===== src/rtl/core/prsd_pkg.sv =====
`default_nettype none

package prsd_pkg;

   localparam int unsigned STORE_BYTES   = 64000;
   localparam int unsigned PITCH_W       = 11;
   localparam logic [10:0] PITCH_RESET   = 11'd320;
   localparam logic [7:0]  RECORD_MARKER = 8'h10;
   localparam logic [15:0] PLANE_END     = 16'h8000;
   localparam logic [3:0]  STYLE_SPANS   = 4'd15;
   localparam logic [1:0]  LAST_PLANE    = 2'd3;

   typedef enum logic [3:0] {
      PH_MARKER = 4'd0,
      PH_FORMAT = 4'd1,
      PH_MINX   = 4'd2,
      PH_MINY   = 4'd3,
      PH_MAXX   = 4'd4,
      PH_MAXY   = 4'd5,
      PH_Y      = 4'd6,
      PH_X      = 4'd7,
      PH_CNT    = 4'd8,
      PH_LEN    = 4'd9,
      PH_FILL   = 4'd10,
      PH_LIT    = 4'd11,
      PH_DONE   = 4'd12
   } phase_type;

   typedef enum logic [1:0] {
      KIND_PIXEL    = 2'd0,
      KIND_FILL     = 2'd1,
      KIND_FINISHED = 2'd2,
      KIND_ERROR    = 2'd3
   } kind_type;

endpackage

`default_nettype wire


===== src/rtl/core/planar_rle_span_decoder_core.sv =====
// Run-length span decoder for one planar picture record.
// The request channel carries one record byte per item, with req_record_start
// marking the first byte of a record; that byte clears the parser and must be
// the marker. Each accepted item yields zero or one result item on the
// response channel: a single pixel write, a fill run with its length and
// address step, a record-finished notice or a format error.
// A result is registered and presented in the cycle after its item is
// accepted, and the block accepts one item in every cycle unless req_stall
// is high: the parser update and the address computation (one 16 by 11 bit
// multiply plus adds) sit between the parser state and the result register.
// When the receiver stalls, the result register holds its item, and the
// request channel is stalled only while that register is full and stalled.
// The user must write the row pitch register through csr_wr_en and
// csr_wr_data only while the block is idle; the block does not enforce it.
// Reset is synchronous: it empties the result register, sets the row pitch
// to 320 and returns the parser to waiting for a record marker.
`default_nettype none

module planar_rle_span_decoder_core (
   input  wire logic                           clock,
   input  wire logic                           reset,
   input  wire logic                           req_valid,
   output      logic                           req_stall,
   input  wire logic [7:0]                     req_stream_byte,
   input  wire logic                           req_record_start,
   output      logic                           rsp_valid,
   input  wire logic                           rsp_stall,
   output      prsd_pkg::kind_type             rsp_result_kind,
   output      logic [15:0]                    rsp_pixel_address,
   output      logic [7:0]                     rsp_pixel_value,
   output      logic [15:0]                    rsp_run_length,
   output      logic [2:0]                     rsp_address_step,
   output      logic                           rsp_outside_store,
   input  wire logic                           csr_wr_en,
   input  wire logic [prsd_pkg::PITCH_W-1:0]   csr_wr_data
);
   import prsd_pkg::*;

   logic [PITCH_W-1:0] pitch_ff;

   phase_type   phase_ff, phase_in;
   logic [7:0]  low_hold_ff, low_hold_in;
   logic        four_plane_ff, four_plane_in;
   logic [1:0]  plane_ff, plane_in;
   logic [15:0] xoff_ff, xoff_in;
   logic [15:0] yoff_ff, yoff_in;
   logic [15:0] row_ff, row_in;
   logic [15:0] col_ff, col_in;
   logic [15:0] runs_ff, runs_in;
   logic [15:0] lits_ff, lits_in;
   logic        half_ff, half_in;
   logic        style_ok_ff, style_ok_in;

   logic        rsp_valid_ff;
   kind_type    kind_ff, kind_in;
   logic [15:0] addr_ff, addr_in;
   logic [7:0]  value_ff, value_in;
   logic [15:0] len_ff, len_in;
   logic [2:0]  step_ff, step_in;
   logic        outside_ff, outside_in;
   logic        emit_in;

   logic        accept;
   logic [26:0] row_prod;
   logic [15:0] cur_row, cur_col, word, runs_dec, lits_dec;
   logic [1:0]  cur_plane;
   logic        cur_four;
   logic [15:0] pix_addr;
   logic [2:0]  cur_step;

   assign req_stall = rsp_valid_ff && rsp_stall;
   assign accept    = req_valid && !req_stall;

   assign cur_row   = req_record_start ? 16'd0 : row_ff;
   assign cur_col   = req_record_start ? 16'd0 : col_ff;
   assign cur_plane = req_record_start ? 2'd0 : plane_ff;
   assign cur_four  = req_record_start ? 1'b0 : four_plane_ff;
   assign cur_step  = cur_four ? 3'd4 : 3'd1;
   assign row_prod  = {11'd0, cur_row} * {16'd0, pitch_ff};
   assign pix_addr  = (cur_four ? {cur_col[13:0], 2'b00} : cur_col)
                      + {14'd0, cur_plane} + row_prod[15:0];
   assign word      = {req_stream_byte, low_hold_ff};
   assign runs_dec  = runs_ff - 16'd1;
   assign lits_dec  = lits_ff - 16'd1;

   always_comb begin
      phase_in      = phase_ff;
      low_hold_in   = low_hold_ff;
      four_plane_in = four_plane_ff;
      plane_in      = plane_ff;
      xoff_in       = xoff_ff;
      yoff_in       = yoff_ff;
      row_in        = row_ff;
      col_in        = col_ff;
      runs_in       = runs_ff;
      lits_in       = lits_ff;
      half_in       = half_ff;
      style_ok_in   = style_ok_ff;
      if (req_record_start) begin
         phase_in      = PH_MARKER;
         low_hold_in   = 8'd0;
         four_plane_in = 1'b0;
         plane_in      = 2'd0;
         xoff_in       = 16'd0;
         yoff_in       = 16'd0;
         row_in        = 16'd0;
         col_in        = 16'd0;
         runs_in       = 16'd0;
         lits_in       = 16'd0;
         half_in       = 1'b0;
         style_ok_in   = 1'b0;
      end

      emit_in    = 1'b0;
      kind_in    = KIND_PIXEL;
      addr_in    = 16'd0;
      value_in   = 8'd0;
      len_in     = 16'd0;
      step_in    = 3'd0;
      outside_in = 1'b0;

      unique case (phase_in)
         PH_MARKER: begin
            if (req_stream_byte != RECORD_MARKER) begin
               phase_in = PH_DONE;
               emit_in  = 1'b1;
               kind_in  = KIND_ERROR;
            end else begin
               phase_in = PH_FORMAT;
            end
         end
         PH_FORMAT: begin
            style_ok_in   = req_stream_byte[3:0] == STYLE_SPANS;
            four_plane_in = req_stream_byte[4];
            plane_in      = 2'd0;
            phase_in      = PH_MINX;
         end
         PH_FILL: begin
            emit_in    = 1'b1;
            kind_in    = KIND_FILL;
            addr_in    = pix_addr;
            value_in   = req_stream_byte;
            len_in     = lits_ff;
            step_in    = cur_step;
            outside_in = {1'b0, pix_addr} >= 17'(STORE_BYTES);
            col_in     = col_ff + lits_ff;
            lits_in    = 16'd0;
            runs_in    = runs_dec;
            phase_in   = (runs_dec != 16'd0) ? PH_LEN : PH_Y;
         end
         PH_LIT: begin
            emit_in    = 1'b1;
            kind_in    = KIND_PIXEL;
            addr_in    = pix_addr;
            value_in   = req_stream_byte;
            len_in     = 16'd1;
            step_in    = cur_step;
            outside_in = {1'b0, pix_addr} >= 17'(STORE_BYTES);
            col_in     = col_ff + 16'd1;
            lits_in    = lits_dec;
            if (lits_dec == 16'd0) begin
               runs_in  = runs_dec;
               phase_in = (runs_dec != 16'd0) ? PH_LEN : PH_Y;
            end
         end
         PH_DONE: begin
         end
         PH_MINX, PH_MINY, PH_MAXX, PH_MAXY, PH_Y, PH_X, PH_CNT, PH_LEN: begin
            if (!half_in) begin
               low_hold_in = req_stream_byte;
               half_in     = 1'b1;
            end else begin
               half_in = 1'b0;
               unique case (phase_in)
                  PH_MINX: begin
                     xoff_in  = 16'd0 - word;
                     phase_in = PH_MINY;
                  end
                  PH_MINY: begin
                     yoff_in  = 16'd0 - word;
                     phase_in = PH_MAXX;
                  end
                  PH_MAXX: begin
                     phase_in = PH_MAXY;
                  end
                  PH_MAXY: begin
                     if (!style_ok_ff) begin
                        phase_in = PH_DONE;
                        emit_in  = 1'b1;
                        kind_in  = KIND_FINISHED;
                     end else begin
                        phase_in = PH_Y;
                     end
                  end
                  PH_Y: begin
                     if (word == PLANE_END) begin
                        if (four_plane_ff && plane_ff != LAST_PLANE) begin
                           plane_in = plane_ff + 2'd1;
                        end else begin
                           phase_in = PH_DONE;
                           emit_in  = 1'b1;
                           kind_in  = KIND_FINISHED;
                        end
                     end else begin
                        row_in   = word + yoff_ff;
                        phase_in = PH_X;
                     end
                  end
                  PH_X: begin
                     col_in   = word + xoff_ff;
                     phase_in = PH_CNT;
                  end
                  PH_CNT: begin
                     if (word[15]) begin
                        runs_in = 16'd1;
                        if (word[7]) begin
                           lits_in  = 16'd256 - {8'd0, word[7:0]};
                           phase_in = PH_FILL;
                        end else if (word[7:0] == 8'd0) begin
                           runs_in  = 16'd0;
                           phase_in = PH_Y;
                        end else begin
                           lits_in  = {8'd0, word[7:0]};
                           phase_in = PH_LIT;
                        end
                     end else begin
                        runs_in  = word;
                        phase_in = (word != 16'd0) ? PH_LEN : PH_Y;
                     end
                  end
                  default: begin
                     if (word[15]) begin
                        lits_in  = 16'd0 - word;
                        phase_in = PH_FILL;
                     end else if (word == 16'd0) begin
                        runs_in  = runs_dec;
                        phase_in = (runs_dec != 16'd0) ? PH_LEN : PH_Y;
                     end else begin
                        lits_in  = word;
                        phase_in = PH_LIT;
                     end
                  end
               endcase
            end
         end
         default: begin
            phase_in = PH_DONE;
         end
      endcase
   end

   always_ff @(posedge clock) begin
      if (reset) begin
         pitch_ff      <= PITCH_RESET;
         phase_ff      <= PH_MARKER;
         low_hold_ff   <= 8'd0;
         four_plane_ff <= 1'b0;
         plane_ff      <= 2'd0;
         xoff_ff       <= 16'd0;
         yoff_ff       <= 16'd0;
         row_ff        <= 16'd0;
         col_ff        <= 16'd0;
         runs_ff       <= 16'd0;
         lits_ff       <= 16'd0;
         half_ff       <= 1'b0;
         style_ok_ff   <= 1'b0;
         rsp_valid_ff  <= 1'b0;
      end else begin
         if (csr_wr_en) begin
            pitch_ff <= csr_wr_data;
         end
         if (accept) begin
            phase_ff      <= phase_in;
            low_hold_ff   <= low_hold_in;
            four_plane_ff <= four_plane_in;
            plane_ff      <= plane_in;
            xoff_ff       <= xoff_in;
            yoff_ff       <= yoff_in;
            row_ff        <= row_in;
            col_ff        <= col_in;
            runs_ff       <= runs_in;
            lits_ff       <= lits_in;
            half_ff       <= half_in;
            style_ok_ff   <= style_ok_in;
            rsp_valid_ff  <= emit_in;
         end else if (!rsp_stall) begin
            rsp_valid_ff <= 1'b0;
         end
      end
   end

   always_ff @(posedge clock) begin
      if (accept && emit_in) begin
         kind_ff    <= kind_in;
         addr_ff    <= addr_in;
         value_ff   <= value_in;
         len_ff     <= len_in;
         step_ff    <= step_in;
         outside_ff <= outside_in;
      end
   end

   assign rsp_valid         = rsp_valid_ff;
   assign rsp_result_kind   = kind_ff;
   assign rsp_pixel_address = addr_ff;
   assign rsp_pixel_value   = value_ff;
   assign rsp_run_length    = len_ff;
   assign rsp_address_step  = step_ff;
   assign rsp_outside_store = outside_ff;

endmodule

`default_nettype wire


===== config.mk =====
export PLATFORM = sky130hd
export DESIGN_NAME = planar_rle_span_decoder_core
export DESIGN_NICKNAME = d
export VERILOG_FILES = /design/src/rtl/core/prsd_pkg.sv /design/src/rtl/core/planar_rle_span_decoder_core.sv
export SDC_FILE = /design/constraint.sdc
export NUM_CORES = 1
export LEC_CHECK = 0
export ABC_AREA = 1
export BUFFER_PORTS_ARGS = -buffer_cell sky130_fd_sc_hd__buf_2
export CAP_MARGIN = 20
export CELL_PAD_IN_SITES_DETAIL_PLACEMENT = 1
export CELL_PAD_IN_SITES_GLOBAL_PLACEMENT = 1
export CORE_MARGIN = 2
export CORE_UTILIZATION = 50
export DETAILED_ROUTE_END_ITERATION = 8
export PLACE_DENSITY_LB_ADDON = 0.25
export SETUP_SLACK_MARGIN = 0.1
export SLEW_MARGIN = 0
export SYNTH_ARGS = -nofsm -noshare
export SYNTH_HDL_FRONTEND = slang
export SYNTH_SLANG_ARGS = --single-unit

===== constraint.sdc =====
create_clock -name clock -period 13.5 [get_ports clock]
set_clock_uncertainty 0.05 [all_clocks]
set_input_delay 2.7 -clock clock [delete_from_list [all_inputs] [get_ports clock]]
set_output_delay 2.7 -clock clock [all_outputs]
set_load 0.03 [all_outputs]

==> reports/metrics.cfg <==
[job]
cap_viol_max_count = 0

[critical_path]
cp_max_fo = 59
cp_common_cell = nand2_1
slowest_delay_ps = 600
startpoint_type = primary input
cp.required_ps = 13680
critPathCaptureType = flop
crit_type = in -> reg
cp_slowest_cell = buf_4
crit_arrival_ps = 8880

[global_routing]
grt_pass1_wl_mm = 106
antenna_found_initial = 4
grt_max_degree = 81
track_usage = 0.383
grt_pass1_vias = 18900
grt_overflow_total = 0

[floorplan]
die_h_um = 189
rows = 67
initial_utilization = 0.510
pin_count = 73
die_x_um = 189
fp.dieArea_sq_um = 35900
fp.coreArea_sq_um = 33700

[clocking]
cts_tree = done
post_cts_buffers = 0
cts_resized = 0
cts_buffers = 17
root_buffer = clkbuf_16
path_clk_slew_ps = 80
numClockSinks = 170
clk_path_buf_depth = 2
htreeDepth = 4
worst_skew_pair.late_latency_ps = 480
postCtsHoldBufs = 0

[place]
io_buffers = 71
gp_congestion = 0.991
hpwl_mm = 51.7
place_ws_ps = 4390
dpl_cell_area_sq_um = 17700

[drt]
postRouteAntennaNets = 0
drc = 0
wl_met2_mm = 30.5
drt_first_pass_iters = 5
routed-wl-met3_mm = 6.08
drt_iter0_drc = 1473
routedWlPerCell_um = 22.4
wl_mm = 68.3
top_layer_used = met5
num_vias = 18400
wl_met1_mm = 29.2
viasPerCell = 6.01

[synthesis]
yosys.area_share.simple = 0.289
ys_types = 63
synth_adder_area_share = 0.170
synth_compound_area_frac = 0.174
synth_ff_type = dfxtp_1
synth_top_family_by_area = simple AND/OR/NAND/NOR gates
syn_nets = 2797
yosys.area.top_type_share = 0.145
synth-edff-count = 45
async_flop_share = 0
synthTopCellsByCount = 620 x nand2_1, 380 x inv_1, 298 x nor2_1, 185 x a21oi_1, 163 x o21ai_0
synth_most_common_cell = nand2_1
yosysTopAreaCell = dfxtp_1
syn_area_per_cell_sq_um = 6.63
ys_top_cells_by_area = dfxtp_1 15%, nand2_1 14%, fa_1 11%, inv_1 8.3%, edfxtp_1 7.9%
yosysWarnings = 0
synth_mux_area_frac = 0
ys_seq_area_frac = 0.224
synth-seq-cells = 170
syn_area_sq_um = 17200
syn-instance-count = 2594
synth_xor_xnor_area_share = 0.0265

[timing]
min_period_over_period = 0.644
whs_ps = 423
hold_violations = 0
fin_crit_ps = 8700
rsz0062_at_grt = no
slew_violations = 0
worst_pin_slew_ps = 1100
setup_slack_ps = 4800
setup_viol = 0
relSlewSlack = 0.264
fin_tns_setup_ps = 0
fmax_ghz = 0.115

[status]
status = finished clean

[final_layout]
regArea_sq_um = 3850
nFillCells = 4619
synthToLayoutAreaGrowth_pct = 6.81
post-route-util = 0.545
layout-drive-gt1-share = 0.0806
fin_area_sq_um = 18400
nets = 2795
multi_input_area_sq_um = 11400

[power_and_ir_drop]
leakage_nw = 8.51
vdd_drop_max_mv = 0.0976
power.density_nw_per_um2 = 86.4

[hold_path]
min_path_type = reg -> reg

## report_power, final
group | switching [mW] | leakage (nW) | internal (mW)
Clock | 0.281 | 0.306 | 0.270
Combinational | 0.326 | 6.74 | 0.123
Sequential | 0.0350 | 1.46 | 0.552
## cells by family (layout without fill, tap and decap cells)
group,count (synthesis),in the layout
simple gates,1169,1169
compound gates,520,520
buf+inv,504,515
fa+ha+maj,178,178
flops,170,170
xor+xnor,52,52
other cells,1,2
## worst paths after layout
kind	start	endpoint	slack (ps)	cells past startpoint
hold / removal	row_ff[6]$_SDFFE_PP0P_	row_ff[6]$_SDFFE_PP0P_	420	2
setup reg to reg	row_ff[9]$_SDFFE_PP0P_	rsp_pixel_address[15]$_SDFFCE_PP0P_	7860	22
hold reg to reg	row_ff[6]$_SDFFE_PP0P_	row_ff[6]$_SDFFE_PP0P_	420	2
setup / recovery	req_record_start	rsp_outside_store$_SDFFCE_PP0P_	4800	28
## registers in the layout (all words and copies together), names as in the netlist
register / count
row_ff: 16
rsp_run_length: 16
rsp_address_step: 2
style_ok_ff: 1
plane_ff: 2
pitch_ff: 11
xoff_ff: 16
rsp_outside_store: 1
lits_ff: 16
runs_ff: 16
col_ff: 16
rsp_pixel_address: 16
rsp_result_kind: 2
phase_ff: 4
half_ff: 1
low_hold_ff: 8
rsp_valid: 1
rsp_pixel_value: 8
yoff_ff: 16
four_plane_ff: 1
## per-stage QoR
stage / total power, mW / cells
after global placement: 1.01 / 3020
after CTS: 1.57 / 3052
after global routing: 1.65 / 3054
final: 1.59 / 3054
after floorplan: 0.887 / 2594
after detailed placement: 1.03 / 3020
## worst max-delay path, delay by kind of cell
| family | cells | cell delay [ps] |
|---|---|---|
| AO/OA/AOI/OAI | 3 | 440 |
| adder cells (fa/ha/maj) | 6 | 2700 |
| buffers and inverters | 9 | 1810 |
| AND/OR/NAND/NOR | 10 | 1200 |
## routing by layer
layer / up-vias / track usage
li1: 8366 / -
met3: 169 / 0.0769
met4: 2 / 0.142
met5: - / 0
met1: 9034 / 0.515
met2: 784 / 0.611
## cell type report
cell class              instances  area share
multi-input cells            1920       0.619
flip-flops and latches        170       0.210
inverters                     400      0.0820
well taps                     448      0.0305
repair buffers                 83      0.0249
clock buffers                  17      0.0232
clock inverters                15      0.0109
diodes                          1    0.000136
## layout by cell type, fill, tap and decap left out, types with 4 or more instances in the layout
cell / instances
a21oi_1: 185
dfxtp_1: 125
nand2_4: 7
o21ai_1: 29
o22ai_1: 10
ha_1: 84
nor2_4: 9
xor2_1: 29
a221oi_1: 12
nand4_1: 17
o221ai_1: 14
or2_2: 7
nand3b_1: 5
fa_1: 94
nand2_2: 16
xnor2_1: 23
edfxtp_1: 45
o21bai_1: 5
a31oi_1: 28
nor3_1: 16
nor2_2: 15
a21oi_2: 8
inv_1: 379
a21o_1: 5
buf_4: 11
buf_2: 71
o21ai_0: 163
o2111ai_1: 7
clkinv_8: 5
o31ai_1: 4
nor2_1: 297
nand3_1: 143
a21boi_0: 5
inv_8: 5
a211oi_1: 5
clkbuf_16: 17
inv_2: 17
nand2_1: 619
o211ai_1: 27
Power figures use the tool's default switching activity.
